===== config.mk =====
export PLATFORM = sky130hd
export DESIGN_NAME = bvs_ctrl
export DESIGN_NICKNAME = d
export VERILOG_FILES = /design/src/sv/bvs_pkg.sv /design/src/sv/bvs_ctrl.sv
export SDC_FILE = /design/constraint.sdc
export NUM_CORES = 1
export LEC_CHECK = 0
export BUFFER_PORTS_ARGS = -buffer_cell sky130_fd_sc_hd__buf_2
export CAP_MARGIN = 20
export CELL_PAD_IN_SITES_DETAIL_PLACEMENT = 0
export CELL_PAD_IN_SITES_GLOBAL_PLACEMENT = 2
export CORE_UTILIZATION = 30
export CTS_CLUSTER_DIAMETER = 60
export DETAILED_ROUTE_END_ITERATION = 6
export GPL_ROUTABILITY_DRIVEN = 1
export PLACE_DENSITY_LB_ADDON = 0.1
export SKIP_LAST_GASP = 1
export SLEW_MARGIN = 40
export SYNTH_ARGS = -nofsm -noshare
export SYNTH_HDL_FRONTEND = slang
export SYNTH_SLANG_ARGS = --single-unit
export TNS_END_PERCENT = 20

===== constraint.sdc =====
create_clock -name clk -period 5.2 [get_ports clk]
set_input_delay 0.78 -clock clk [delete_from_list [all_inputs] [get_ports clk]]
set_output_delay 0.78 -clock clk [all_outputs]
set_load 0.01 [all_outputs]

===== src/sv/bvs_pkg.sv =====
// Package for the bounded vector store: shared types and the action and status codes.
// Has no dependencies. The memory, the controller, the top level and the checker import it.
package bvs_pkg;

    typedef logic signed [31:0] word_t;
    typedef logic [2:0]         action_t;
    typedef logic [1:0]         status_t;

    localparam action_t ACT_APPEND    = 3'd0;
    localparam action_t ACT_FIND      = 3'd1;
    localparam action_t ACT_OVERWRITE = 3'd2;
    localparam action_t ACT_READ      = 3'd3;
    localparam action_t ACT_REVERSE   = 3'd4;

    localparam status_t ST_OK       = 2'd0;
    localparam status_t ST_FULL     = 2'd1;
    localparam status_t ST_BADPOS   = 2'd2;
    localparam status_t ST_NOTFOUND = 2'd3;

endpackage


===== src/sv/bvs_ctrl.sv =====
// Sequencer of the bounded vector store: decodes each transaction and steps the
// shared memory port and word comparator through find, read and reverse. Depends on bvs_pkg.
module bvs_ctrl
    import bvs_pkg::*;
#(
    parameter int DEPTH = 256
)
(
    input  logic                       clk,
    input  logic                       rst_n,
    input  logic                       start,
    output logic                       busy,
    input  action_t                    action,
    input  word_t                      value,
    input  logic [7:0]                 position,
    output logic                       done,
    output status_t                    status,
    output word_t                      data,
    output logic [7:0]                 found_index,
    output logic [8:0]                 count,
    output logic                       mem_we,
    output logic [$clog2(DEPTH)-1:0]   mem_waddr,
    output word_t                      mem_wdata,
    output logic                       mem_re,
    output logic [$clog2(DEPTH)-1:0]   mem_raddr,
    input  word_t                      mem_rdata
);

    localparam int AW = $clog2(DEPTH);
    localparam int CW = $clog2(DEPTH + 1);
    localparam int PW = (CW > 8) ? CW : 8;

    localparam logic [2:0] S_IDLE      = 3'd0;
    localparam logic [2:0] S_FIND      = 3'd1;
    localparam logic [2:0] S_READ_ADDR = 3'd2;
    localparam logic [2:0] S_READ_DATA = 3'd3;
    localparam logic [2:0] S_REV_RLO   = 3'd4;
    localparam logic [2:0] S_REV_RHI   = 3'd5;
    localparam logic [2:0] S_REV_WLO   = 3'd6;
    localparam logic [2:0] S_REV_WHI   = 3'd7;

    logic [2:0]    state_reg, state_next;
    logic [CW-1:0] count_reg, count_next;
    logic [CW-1:0] scan_reg, scan_next;
    logic          pend_reg, pend_next;
    logic [AW-1:0] pend_idx_reg, pend_idx_next;
    logic [AW-1:0] pos_reg, pos_next;
    logic [AW-1:0] lo_reg, lo_next;
    logic [AW-1:0] hi_reg, hi_next;
    logic          more_reg, more_next;
    word_t         value_reg, value_next;
    word_t         tmp_reg, tmp_next;
    logic          done_reg, done_next;
    status_t       status_reg, status_next;
    word_t         data_reg, data_next;
    logic [7:0]    found_reg, found_next;

    logic          pos_ok;
    logic          issue;
    logic          more;

    assign pos_ok = PW'(position) < PW'(count_reg);
    assign issue  = scan_reg < count_reg;
    assign more   = ((AW + 1)'(lo_reg) + (AW + 1)'(2)) < (AW + 1)'(hi_reg);

    always_comb
    begin
        state_next    = state_reg;
        count_next    = count_reg;
        scan_next     = scan_reg;
        pend_next     = pend_reg;
        pend_idx_next = pend_idx_reg;
        pos_next      = pos_reg;
        lo_next       = lo_reg;
        hi_next       = hi_reg;
        more_next     = more_reg;
        value_next    = value_reg;
        tmp_next      = tmp_reg;
        done_next     = 1'b0;
        status_next   = status_reg;
        data_next     = data_reg;
        found_next    = found_reg;
        mem_we        = 1'b0;
        mem_waddr     = lo_reg;
        mem_wdata     = value;
        mem_re        = 1'b0;
        mem_raddr     = lo_reg;

        unique case (state_reg)
            S_IDLE:
            begin
                if (start)
                begin
                    status_next = ST_OK;
                    data_next   = '0;
                    found_next  = '0;
                    unique case (action)
                        ACT_APPEND:
                        begin
                            done_next = 1'b1;
                            if (count_reg < CW'(DEPTH))
                            begin
                                mem_we     = 1'b1;
                                mem_waddr  = AW'(count_reg);
                                count_next = count_reg + CW'(1);
                            end
                            else
                            begin
                                status_next = ST_FULL;
                            end
                        end
                        ACT_FIND:
                        begin
                            value_next = value;
                            scan_next  = '0;
                            pend_next  = 1'b0;
                            state_next = S_FIND;
                        end
                        ACT_OVERWRITE:
                        begin
                            done_next = 1'b1;
                            if (pos_ok)
                            begin
                                mem_we    = 1'b1;
                                mem_waddr = AW'(position);
                            end
                            else
                            begin
                                status_next = ST_BADPOS;
                            end
                        end
                        ACT_READ:
                        begin
                            if (pos_ok)
                            begin
                                pos_next   = AW'(position);
                                state_next = S_READ_ADDR;
                            end
                            else
                            begin
                                done_next   = 1'b1;
                                status_next = ST_BADPOS;
                            end
                        end
                        ACT_REVERSE:
                        begin
                            if (count_reg >= CW'(2))
                            begin
                                lo_next    = '0;
                                hi_next    = AW'(count_reg - CW'(1));
                                state_next = S_REV_RLO;
                            end
                            else
                            begin
                                done_next = 1'b1;
                            end
                        end
                        default:
                        begin
                            done_next = 1'b1;
                        end
                    endcase
                end
            end
            S_FIND:
            begin
                // One address goes out per cycle; the word read the cycle before is compared.
                mem_re    = issue;
                mem_raddr = AW'(scan_reg);
                if (pend_reg && (mem_rdata == value_reg))
                begin
                    done_next  = 1'b1;
                    found_next = 8'(pend_idx_reg);
                    state_next = S_IDLE;
                end
                else if (!issue && !pend_reg)
                begin
                    done_next   = 1'b1;
                    status_next = ST_NOTFOUND;
                    state_next  = S_IDLE;
                end
                else
                begin
                    if (issue)
                    begin
                        scan_next = scan_reg + CW'(1);
                    end
                    pend_next     = issue;
                    pend_idx_next = AW'(scan_reg);
                end
            end
            S_READ_ADDR:
            begin
                mem_re     = 1'b1;
                mem_raddr  = pos_reg;
                state_next = S_READ_DATA;
            end
            S_READ_DATA:
            begin
                done_next  = 1'b1;
                data_next  = mem_rdata;
                state_next = S_IDLE;
            end
            S_REV_RLO:
            begin
                mem_re     = 1'b1;
                mem_raddr  = lo_reg;
                state_next = S_REV_RHI;
            end
            S_REV_RHI:
            begin
                mem_re     = 1'b1;
                mem_raddr  = hi_reg;
                tmp_next   = mem_rdata;
                state_next = S_REV_WLO;
            end
            S_REV_WLO:
            begin
                // The low slot takes the high word while the next low word is fetched, if another pair remains.
                mem_we     = 1'b1;
                mem_waddr  = lo_reg;
                mem_wdata  = mem_rdata;
                more_next  = more;
                mem_re     = more;
                mem_raddr  = lo_reg + AW'(1);
                state_next = S_REV_WHI;
            end
            S_REV_WHI:
            begin
                mem_we    = 1'b1;
                mem_waddr = hi_reg;
                mem_wdata = tmp_reg;
                if (more_reg)
                begin
                    mem_re     = 1'b1;
                    mem_raddr  = hi_reg - AW'(1);
                    tmp_next   = mem_rdata;
                    lo_next    = lo_reg + AW'(1);
                    hi_next    = hi_reg - AW'(1);
                    state_next = S_REV_WLO;
                end
                else
                begin
                    done_next  = 1'b1;
                    state_next = S_IDLE;
                end
            end
            default:
            begin
                state_next = S_IDLE;
            end
        endcase
    end

    always_ff @(posedge clk or negedge rst_n)
    begin
        if (!rst_n)
        begin
            state_reg <= S_IDLE;
            count_reg <= '0;
            done_reg  <= 1'b0;
            pend_reg  <= 1'b0;
            more_reg  <= 1'b0;
        end
        else
        begin
            state_reg <= state_next;
            count_reg <= count_next;
            done_reg  <= done_next;
            pend_reg  <= pend_next;
            more_reg  <= more_next;
        end
    end

    always_ff @(posedge clk)
    begin
        scan_reg     <= scan_next;
        pend_idx_reg <= pend_idx_next;
        pos_reg      <= pos_next;
        lo_reg       <= lo_next;
        hi_reg       <= hi_next;
        value_reg    <= value_next;
        tmp_reg      <= tmp_next;
        status_reg   <= status_next;
        data_reg     <= data_next;
        found_reg    <= found_next;
    end

    assign busy        = (state_reg != S_IDLE);
    assign done        = done_reg;
    assign status      = status_reg;
    assign data        = data_reg;
    assign found_index = found_reg;
    assign count       = 9'(count_reg);

endmodule


# Word-level counts from Yosys, hierarchy flattened
# Index checks and enable logic that the tools add are counted.
op_classes:
  add_sub_neg: 6
  n_lt_le_gt_ge: 5
  eq_ne: 26
  n_mux: 66
  bitwise_logic: 2
  reduce_logical: 26
ops:
  columns: ["op", "n"]
  rows:
  - ["$pmux W32 S2", 3]
  - ["$mux W8", 14]
  - ["$pmux W8 S2", 5]
  - ["$mux W32", 2]
  - ["$mux W9", 5]
  - ["$pmux W8 S5", 1]
  - ["$eq A32 B32 Y1", 1]
  - ["$pmux W3 S8", 1]
  - ["$add A9 B1 Y9 const B", 2]
  - ["$mux W3", 6]
  - ["$pmux W9 S2", 1]
  - ["$ne A2 B2 Y1 const B", 8]
  - ["$sub A8 B1 Y8 const B", 2]
  - ["$eq A3 B3 Y1 const B", 5]
  - ["$mux W1", 15]
  - ["$reduce_and A5 Y1", 3]
  - ["$eq A3 B2 Y1 const B", 4]
  - ["$reduce_and A4 Y1", 3]
  - ["$add A8 B2 Y9 const B", 1]
  - ["$ge A9 B2 Y1 const B", 1]
  - ["$lt A8 B9 Y1", 1]
  - ["$lt A9 B8 Y1", 1]
  - ["$lt A9 B9 Y1", 1]
  - ["$lt A9 B9 Y1 const B", 1]
  - ["other kinds (22)", 44]
word_totals:
  regBits: 162
  input_bits: 78

# Logic depth before layout (Yosys ltp)
# Gate-level depths: netlist of the first run.
depth:
  ltp_word: 6
  depth_mapped: 11

# Worst setup path before layout of the first run
# OpenSTA, ideal clock, no wires.
synth_timing:
  path_kind: "register -> register"
  from: "register state_reg[2]"
  to: "register data_reg[0], in the netlist data[0] (enable)"
  setup_ns: 0.466
  arrival_ns: 3.253
  required_ns: 4.734
  path_slack_ns: 1.482
  path_stages_with_launch: 5
  path_buffers: 3
  synth_period_minus_slack_ns: 3.718
  cell_sequence: "dfrtp_1 buf_4 clkbuf_1 buf_2 o21ai_0"
synth_via:
  elab_chain_len: 3
synth_lines:
  columns: ["item", "line", "source"]
  rows:
  - ["from (decl)", "bvs_ctrl.sv:42", "logic [2:0] state_reg, state_next;"]
  - ["from (signal assigned)", "bvs_ctrl.sv:267", "state_reg <= state_next;"]
  - ["$eq A3 B2 Y1 or $logic_not A3 Y1 (tied branches)", "bvs_ctrl.sv:89", "unique case (state_reg)"]
  - ["$reduce_bool A2 Y1 (no source line) or $ne A2 B2 Y1 (tied branches)", null, null]
  - ["$reduce_and A2 Y1 (no source line) *", null, null]
  - ["to (signal assigned)", "bvs_ctrl.sv:285", "data_reg <= data_next;"]
  - ["to (decl)", "bvs_ctrl.sv:55", "word_t data_reg, data_next;"]
# Mark *: on every way between the ends. The rest lies on a longest branch, timed or not.
# A chain may end at the register's enable or synchronous reset.

# Final worst setup path of the first run
layout_timing:
  from: "register state_reg[1]"
  to: "output mem_waddr[6]"
layout_via:
  elab_chain_len: 2
layout_lines:
  columns: ["item", "line", "source"]
  rows:
  - ["$eq A3 B3 Y1 or $logic_not A3 Y1 (tied branches)", "bvs_ctrl.sv:89", null]
  - ["$pmux W8 S2 *", "bvs_ctrl.sv:89", null]
  - ["to (decl)", "bvs_ctrl.sv:22", "output logic [$clog2(DEPTH)-1:0] mem_waddr,"]
# Marked as above.

==> impl_metrics.py, run 1 <==
metrics = {
    "power_and_ir_drop": {
        "power_leakage_nw": 4.140,
        "p_clk_frac": 0.263,
        "p_sw_frac": 0.3783,
        "comb_power_share": 0.339,
        "power.switching_mw": 1.818,
        "powerDensity_mw_per_mm2": 452.9,
        "p_total_mw": 4.806,
        "seqPwrFrac": 0.398,
        "p_int_mw": 2.988,
        "ir_worst_vdd_mv": 0.1925,
    },
    "synth": {
        "ys_async_sr_fraction": 0.09259,
        "ys_seq_elements": 162,
        "ys_types": 59,
        "synth_compound_area_frac": 0.1086,
        "netlist_area_mm2": 0.008667,
        "synth.yosys.seq_area_share": 0.5526,
        "synthMuxAreaShare": 0.04389,
        "ys_warn_count": 0,
        "dominantRegCellSynth": "edfxtp_1",
        "syn_inst": 774,
        "synth_top_family_by_area": "simple AND/OR/NAND/NOR gates",
        "synth_xor_area_frac": 0.06670,
        "synth-adder-area-share": 0.04042,
        "synth_edf_count": 147,
        "synth-simple-area-share": 0.1510,
        "syn_nets": 880,
        "synth_area_per_cell_um2": 11.20,
    },
    "cells_and_area": {
        "areaGrowthSynthToFinish_pct": 22.45,
        "fin_util": 0.3779,
        "drive_above_1_share": 0.2521,
        "register_area_mm2": 0.004791,
        "nNetsFinal": 1049,
        "fillCellCount": 2884,
        "multiInputGateArea_mm2": 0.003605,
        "antenna_cells": 0,
    },
    "clock_network": {
        "cts_hold_buf": 0,
        "clk_latency_ps": 430,
        "cts_tree": "built",
        "cts_buffers": 17,
        "clk_pin_slew_worst_paths_ps": 70,
        "htreeDepth": 4,
        "clock_sinks": 162,
        "cts_resized": 0,
        "clk_path_buf_depth": 2,
        "clock-root-buffer": "clkbuf_16",
        "postCtsSetupRepairBufs": 0,
    },
    "sta": {
        "maxSlewHeadroom": 0.4368,
        "period_needed_ps": 4121,
        "tightest_slew_ps": 841.7,
        "fmax_ghz": 0.2427,
        "rsz0062_at_grt": "no",
        "drv_slew": 0,
        "setup_viol_count_final": 0,
        "hold_viol_final": 0,
        "finalCritPeriodShare": 0.7925,
        "tns_ps": 0,
        "clock_skew_ps": 14.63,
    },
    "grt": {
        "grt_max_degree": 36,
        "track_usage": 0.1886,
        "grt_pass1_wl_um": 40700,
        "grt_overflow_total": 0,
        "grt_pass1_vias": 6501,
        "antenna_found_initial": 1,
    },
    "worst_setup_path": {
        "path_class": "flip-flop to primary output",
        "cp_max_fo": 17,
        "critPathCaptureType": "primary output",
        "arrival_ps": 3340,
        "cp-start-kind": "flip-flop",
        "critPathRequiredTime_ps": 4420,
    },
    "min_path": {
        "hold_path_class": "input port to async pin",
    },
    "run_status": {
        "status": "completed",
    },
    "detailed_routing": {
        "dr_total_vias": 6551,
        "drtIter0Drc": 454,
        "drtAntennaViolNets": 0,
        "wl_um": 27270,
        "wl_per_cell_um": 20.44,
        "drc": 0,
        "routed_via_density": 4.911,
        "firstDrtPassIters": 6,
    },
    "die": {
        "core_mm2": 0.02809,
        "initial_core_util": 0.3086,
        "fp.dieH_um": 172.0,
        "rows": 61,
        "pin_count": 181,
        "die_area_mm2": 0.02957,
        "die_x_um": 172.0,
    },
    "placement": {
        "io_buffers": 180,
        "hpwl_um": 20230,
        "place.gp.congestion": 0.7984,
    },
    "run": {
        "max-cap-violations": 0,
    },
}
synth_stat cells, drive strengths merged (4+ instances only):
library cell  instances  area share
edfxtp              147        0.51
dfrtp                15       0.043
o21ai                30       0.017
a221oi                5      0.0051
nor3                 15       0.011
and2                 35       0.025
o211ai                5      0.0043
o22ai                 8      0.0058
clkbuf               15      0.0065
a21o                 10      0.0087
xor2                 11       0.011
nand4                19       0.014
nand3                26       0.015
inv                  29       0.013
nand2b                5      0.0036
o221ai                4      0.0040
buf                  28       0.018
and3                 15       0.011
ha                   28       0.040
nand2                44       0.019
xnor2                55       0.056
nor2b                 5      0.0036
nor2                 80       0.036
a21oi                58       0.033
mux2i                38       0.044
cells in the final DEF, fill, tap and decap left out, types with 11 or more instances in the layout:
cell type and count:
nor2_1 74, mux2i_1 38, nor3_1 13, inv_1 29, o21ai_0 28, a21oi_1 57, xnor2_1 55, nand3_1 26
nand4_1 19, edfxtp_1 147, nand2_1 44, dfrtp_1 14, buf_2 180, ha_1 28, and2_1 35, xor2_1 11
and3_1 15, clkbuf_16 17
path summary, 6_finish.rpt:
check	from	endpoint	slack (ps)	depth (start not counted)
min reg2reg	pend_idx_reg[0]	found_index[0]	560	1
min	rst_n	count[5]	290	1
min in group clk	value[11]	value_reg[11]	540	1
max	state_reg[1]	mem_waddr[6]	1080	7
max reg2reg	count[2]	pend_idx_reg[3]	2340	7
max in group asynchronous	rst_n	state_reg[0]	4560	1
metrics by stage:
| step | setup WS, ps | hold slack, ps | instances | instance area [um2] |
|---|---|---|---|---|
| after floorplan | 1482 | 484.4 | 774 | 8667 |
| after global placement | 1543 | 540.0 | 1299 | 9945 |
| after detailed placement | 1646 | 544.6 | 1301 | 9996 |
| after CTS | 1156 | 286.1 | 1333 | 10590 |
| after global routing | 994.5 | 298.7 | 1334 | 10610 |
| final | 1079 | 294.1 | 1334 | 10610 |
area by class of cell:
type,instances,share of cell area
inverter,29,0.01026
timing repair buffer,193,0.09856
tap,378,0.04456
clock inverter,15,0.01544
clock buffer,17,0.04008
multi-input combinational,540,0.3397
sequential,162,0.4514
worst max-delay path, stage by stage, from the launching register on:
cell and delay, ps:
dfrtp_1 610, nor3_4 440, nand2_1 480, nor3_2 690, o22ai_1 220, a21oi_1 170
o211ai_1 120, buf_2 170
routing by layer:
layer,up-vias,part of all wire,GRT usage
met1,3161,0.50,0.2789
met2,191,0.45,0.2875
met4,2,0.0086,0.03848
met5,-,0.00029,0
li1,3181,-,-
met3,16,0.046,0.03182
cell families after synthesis:
kind of cell | after synthesis
multiplexers | 38
buffers and inverters | 72
AO/OA/AOI/OAI | 150
XOR/XNOR | 66
adder cells (fa/ha/maj) | 28
flip-flops | 162
AND/OR/NAND/NOR | 258
power groups by stage:
stage | registers, mW | clock network [mW] | logic (mW)
floorplan | 1.93 | 0 | 0.988
global placement | 1.94 | 0 | 1.65
detailed placement | 1.95 | 0 | 1.65
CTS | 1.92 | 1.30 | 1.66
global route | 1.95 | 1.35 | 1.80
finish | 1.92 | 1.26 | 1.63
Power figures use the tool's default switching activity.
==> run 2, diff against run 1 <==
- ABC_AREA: not set -> 1
- clock period: 5.2 -> 4.3 ns (I/O delays scaled with it)
==> run 2 against run 1 <==
Against the previous run:
- die area rose by 2.0%
- first-iteration DRC count rose by 8.4%
- non-clock buffer count down 2
- hold slack worse by 140 ps
- final area is 2.1% higher
- setup slack got worse by 430 ps
- largest cell class unchanged
- highest routed layer is now met4
==> impl_metrics.py, run 2 <==
metrics = {
    "sta": {
        "period_needed_ps": 3652,
        "hold_viol_final": 0,
        "clock_skew_ps": 14.99,
        "maxSlewHeadroom": 0.5355,
        "fmax_ghz": 0.2738,
        "drv_slew": 0,
        "tns_ps": 0,
        "rsz0062_at_grt": "no",
        "finalCritPeriodShare": 0.8494,
        "tightest_slew_ps": 689.5,
        "setup_viol_count_final": 0,
        "setup_ws_ps": 647.6,
    },
    "cells_and_area": {
        "drive_above_1_share": 0.2137,
        "multiInputGateArea_mm2": 0.003412,
        "register_area_mm2": 0.004790,
        "fillCellCount": 3053,
        "layout_common_cells": "nand2_1, buf_2, edfxtp_1, inv_1, nor2_1",
        "antenna_cells": 0,
        "nNetsFinal": 1264,
        "final_common_cell": "nand2_1",
        "areaGrowthSynthToFinish_pct": 22.55,
    },
    "grt": {
        "grt_overflow_total": 0,
        "grt_pass1_vias": 7299,
        "track_usage": 0.1967,
        "grt_max_degree": 39,
        "grt_pass1_wl_um": 44390,
        "antenna_found_initial": 0,
    },
    "placement": {
        "dp_slack_ps": 1159,
        "place.gp.congestion": 0.8189,
        "io_buffers": 180,
        "hpwl_um": 21690,
    },
    "synth": {
        "syn_nets": 1078,
        "ys_async_sr_fraction": 0.09259,
        "ys_top_cells_by_area": "edfxtp_1, nand2_1, inv_1",
        "synth_edf_count": 147,
        "syn_inst": 972,
        "ys_seq_elements": 162,
        "yosysMostFrequentCell": "nand2_1",
        "dominantRegCellSynth": "edfxtp_1",
        "yosysTopAreaCell": "edfxtp_1",
        "ys_warn_count": 0,
        "synth.yosys.seq_area_share": 0.5419,
        "yosysTopAreaCellShare": 0.4994,
        "ys_top_cells_by_count": "nand2_1, edfxtp_1, inv_1",
        "ys_types": 50,
        "netlist_area_mm2": 0.008838,
        "synth_area_per_cell_um2": 9.093,
    },
    "power_and_ir_drop": {
        "seqPwrFrac": 0.413,
        "p_sw_frac": 0.3512,
        "comb_power_share": 0.286,
        "ir_worst_vdd_mv": 0.3018,
        "power_leakage_nw": 4.920,
        "p_clk_frac": 0.301,
        "powerDensity_mw_per_mm2": 506.0,
        "power.switching_mw": 1.925,
        "p_int_mw": 3.556,
        "p_total_mw": 5.481,
    },
    "clock_network": {
        "htreeDepth": 4,
        "clk_pin_slew_worst_paths_ps": 70,
        "clock_sinks": 162,
        "cts_buffers": 17,
        "cts_resized": 0,
        "cts_hold_buf": 0,
        "clock-root-buffer": "clkbuf_16",
        "clk_path_buf_depth": 2,
        "clk_latency_ps": 430,
        "postCtsSetupRepairBufs": 0,
        "cts_tree": "built",
    },
    "die": {
        "fp.dieH_um": 173.6,
        "core_mm2": 0.02886,
        "pin_count": 181,
        "die_area_mm2": 0.03015,
        "initial_core_util": 0.3063,
        "die_x_um": 173.6,
        "rows": 62,
    },
    "run_status": {
        "status": "completed",
    },
    "run": {
        "max-cap-violations": 0,
    },
    "worst_setup_path": {
        "path_class": "flip-flop to primary output",
        "cp-start-kind": "flip-flop",
        "arrival_ps": 3010,
        "cp_max_fo": 9,
        "critPathCaptureType": "primary output",
        "critPathRequiredTime_ps": 3650,
    },
    "detailed_routing": {
        "routed_via_density": 4.671,
        "wl_um": 29180,
        "drtIter0Drc": 492,
        "drtAntennaViolNets": 0,
        "dr_total_vias": 7259,
        "firstDrtPassIters": 5,
        "wl_per_cell_um": 18.78,
        "drc": 0,
    },
    "min_path": {
        "hold_path_class": "input port to async pin",
    },
}
-- run 2: per-stage QoR --
| step | utilization | std cells | hold WS (ps) | cell area [um2] |
|---|---|---|---|---|
| 2_1_floorplan | - | 972 | 349.4 | 8838 |
| 3_3_place_gp | 0.3535 | 1523 | 458.8 | 10200 |
| 4_1_cts | 0.3752 | 1554 | 145.6 | 10830 |
| 5_1_grt | 0.3753 | 1554 | 158.2 | 10830 |
| 6_report | 0.3753 | 1554 | 149.7 | 10830 |
| 3_5_place_dp | 0.3536 | 1523 | 462.8 | 10200 |
-- run 2: power by group through the flow --
stage	Clock [mW]	Sequential [mW]	Combinational [mW]
5_1_grt	1.75	2.30	1.74
3_3_place_gp	0	2.30	1.61
6_report	1.65	2.26	1.57
2_1_floorplan	0	2.32	0.847
3_5_place_dp	0	2.30	1.59
4_1_cts	1.70	2.27	1.60
-- run 2: cells by family (layout without fill, tap and decap cells) --
kind of cell | after synthesis | after routing | share of synthesized area
adder cells (fa/ha/maj) | 28 | 28 | 0.03964
XOR/XNOR | 28 | 28 | 0.02775
buffers and inverters | 168 | 366 | 0.07418
flip-flops | 162 | 162 | 0.5419
AO/OA/AOI/OAI | 143 | 143 | 0.1008
multiplexers | 1 | 1 | 0.001133
AND/OR/NAND/NOR | 442 | 442 | 0.2146
-- run 2: worst max-delay path: stages (launching register included) --
cell      delay (ps)
dfrtp_1          580
inv_1            230
ha_1             340
nand2_1           60
inv_1             40
o21bai_1         120
nand2_1           70
nand2_1           90
nand3_2          280
nand2_1          180
nand3_1          180
nand3_1          140
nand3_1          120
buf_2            160
-- run 2: final timing paths --
| path | start | end | slack (ps) | cells past startpoint |
|---|---|---|---|---|
| max in group asynchronous | rst_n | state_reg[2] | 3820 | 1 |
| worst max-delay path | count[2] | mem_waddr[6] | 650 | 13 |
| min in group clk | mem_rdata[5] | tmp_reg[5] | 410 | 1 |
| worst min-delay path | rst_n | count[5] | 150 | 1 |
| worst max register to register | state_reg[0] | tmp_reg[30] | 1560 | 6 |
| worst min register to register | pend_reg | pend_reg | 470 | 2 |
-- run 2: layout make-up --
type,instances,area share
Sequential cell,162,0.4422
Multi-Input combinational cell,642,0.3150
Clock buffer,17,0.03927
Clock inverter,14,0.01825
Inverter,144,0.05013
Tap cell,384,0.04436
Timing Repair Buffer,191,0.09079
-- run 2: layer usage --
layer,GRT usage,vias to the layer above,part of all wire
li1,-,3627,-
met1,0.2692,3422,0.48
met2,0.3218,188,0.47
met3,0.02873,22,0.038
met4,0.05811,0,0.018
met5,0,-,0
==> run 3, diff against run 2 <==
- clock period: 4.3 -> 3.4 ns (I/O delays scaled with it)
==> run 3 against run 2 <==
Against the previous run:
- count of clock-buffer cells in the layout stayed put
- total power is 27% higher
- register-to-register slack worse by 800 ps
- clock skew is 2.7 ps higher
- sequential power is 26% higher
- first-iteration DRC count is 6.5% higher
- non-clock buffer count is 15 higher
- routed wire length is 0.76% higher
- utilization is 0.44 points higher
- critical path type unchanged
- critical endpoint is now mem_raddr[3]
==> impl_metrics.py, run 3 (synthesis results as in run 2) <==
metrics = {
    "detailed_routing": {
        "dr_total_vias": 7429,
        "drtAntennaViolNets": 0,
        "firstDrtPassIters": 5,
        "drtIter0Drc": 524,
        "drc": 0,
        "wl_per_cell_um": 18.73,
        "routed_via_density": 4.732,
        "wl_um": 29400,
    },
    "cells_and_area": {
        "areaGrowthSynthToFinish_pct": 24.00,
        "final_common_cell": "nand2_1",
        "multiInputGateArea_mm2": 0.003411,
        "nNetsFinal": 1279,
        "fillCellCount": 3030,
        "drive_above_1_share": 0.2251,
        "finalNonFillerCells": 1570,
        "antenna_cells": 0,
        "layout_common_cells": "nand2_1, buf_2, edfxtp_1, inv_1, nor2_1",
        "register_area_mm2": 0.004792,
    },
    "worst_setup_path": {
        "worstRegToRegCells": 8,
        "cp_max_fo": 12,
        "startpoint": "state_reg[0]",
        "cp_num_cells": 9,
        "reg2reg_from": "count[6]",
        "cpMaxStageDelayCell": "dfrtp_1",
        "max_stage_delay_ps": 600,
        "cp-start-kind": "flip-flop",
        "arrival_ps": 2660,
        "path_class": "flip-flop to primary output",
        "critical_path_buf_inv_count": 2,
        "path_cells": "nand2_1 > inv_1 > nand2_2 > nor2_1 > nor2_1 > o21ai_0 > nand2_1 > o2111ai_1 > buf_2",
        "reg2reg_slack_ps": 760,
        "critPathCaptureType": "primary output",
        "path_delay_family": "simple AND/OR/NAND/NOR gates",
        "critPathRequiredTime_ps": 2890,
    },
    "clock_network": {
        "clk_latency_ps": 430,
        "cts_tree": "built",
        "clk_path_buf_depth": 2,
        "clock_sinks": 162,
        "htreeDepth": 4,
        "clock-root-buffer": "clkbuf_16",
        "clk_pin_slew_worst_paths_ps": 80,
        "cts_buffers": 17,
        "cts_hold_buf": 0,
    },
    "die": {
        "fp.dieH_um": 173.6,
        "rows": 62,
        "die_x_um": 173.6,
        "die_area_mm2": 0.03015,
        "core_mm2": 0.02886,
        "pin_count": 181,
        "initial_core_util": 0.3063,
    },
    "power_and_ir_drop": {
        "ir_worst_vdd_mv": 0.3235,
        "power.switching_mw": 2.418,
        "p_int_mw": 4.516,
        "comb_power_share": 0.290,
        "powerDensity_mw_per_mm2": 632.7,
        "p_clk_frac": 0.300,
        "p_sw_frac": 0.3487,
        "seqPwrFrac": 0.410,
        "power_leakage_nw": 5.003,
    },
    "sta": {
        "drv_slew": 0,
        "maxSlewHeadroom": 0.4498,
        "finalCritPeriodShare": 0.9318,
        "fmax_ghz": 0.3156,
        "hold_viol_final": 0,
        "rsz0062_at_grt": "yes",
        "tns_ps": 0,
        "clock_skew_ps": 17.70,
        "period_needed_ps": 3168,
        "setup_viol_count_final": 0,
        "tightest_slew_ps": 816.7,
        "setup_ws_ps": 231.9,
    },
    "grt": {
        "antenna_found_initial": 0,
        "grt_pass1_wl_um": 44870,
        "grt_pass1_vias": 7339,
        "grt_overflow_total": 0,
        "track_usage": 0.1984,
        "grt_max_degree": 41,
    },
    "placement": {
        "placed_cells": 1532,
        "io_buffers": 180,
        "dp_slack_ps": 519.1,
        "hpwl_um": 21690,
        "place.gp.congestion": 0.8625,
    },
    "min_path": {
        "hold_path_class": "input port to async pin",
    },
    "run_status": {
        "status": "completed",
    },
    "run": {
        "max-cap-violations": 0,
    },
}
## run 3: cell types whose count changed in the layout (fill, tap and decap cells not counted), sizes merged
| cell | previous run | this run |
|---|---|---|
| clkinv | 4 | 5 |
| buf | 191 | 206 |
| clkinvlp | 3 | 1 |
| inv | 148 | 150 |
## run 3: metrics by stage
| stage | instance area [um2] | total power, mW | utilization | hold WS, ps |
|---|---|---|---|---|
| final | 10960 | 6.934 | 0.3798 | 11.65 |
| after global routing | 10960 | 7.322 | 0.3798 | 18.88 |
| after CTS | 10900 | 7.034 | 0.3777 | 10.45 |
| after detailed placement | 10280 | 4.933 | 0.3562 | 459.5 |
| after global placement | 10280 | 4.943 | 0.3562 | 456.2 |
| after floorplan | 8838 | 4.002 | - | 214.4 |
## run 3: final timing paths
path | endpoint
worst max-delay path | mem_raddr[3]
worst min-delay path | count[0]
worst max register to register | scan_reg[8]
worst min register to register | pend_reg
max in group asynchronous | count[5]
min in group clk | tmp_reg[0]
## run 3: area by class of cell
cell class,count,share of cell area
sequential,162,0.4373
inverter,144,0.04989
clock inverter,15,0.01781
clock buffer,17,0.03882
timing repair buffer,206,0.1012
multi-input combinational,642,0.3112
tap,384,0.04384
## run 3: timing repair
item | CTS | global route
resized for setup | 0 | 4
buffers inserted | 0 | 6
setup endpoints to repair | 0 | 10
## run 3: per-layer routing
| metal | up-vias | global-route usage | routed length, um |
|---|---|---|---|
| met2 | 189 | 0.3312 | 14060 |
| met3 | 17 | 0.03268 | 1114 |
| met5 | - | 0 | 0 |
| met4 | 0 | 0.04898 | 366 |
| li1 | 3658 | - | - |
| met1 | 3565 | 0.2674 | 13860 |
## run 3: power groups by stage
stage	clock, mW	combinational (mW)	sequential (mW)
detailed placement	0	2.04	2.89
global placement	0	2.05	2.89
floorplan	0	1.07	2.93
finish	2.08	2.01	2.84
global route	2.21	2.23	2.89
CTS	2.14	2.05	2.85
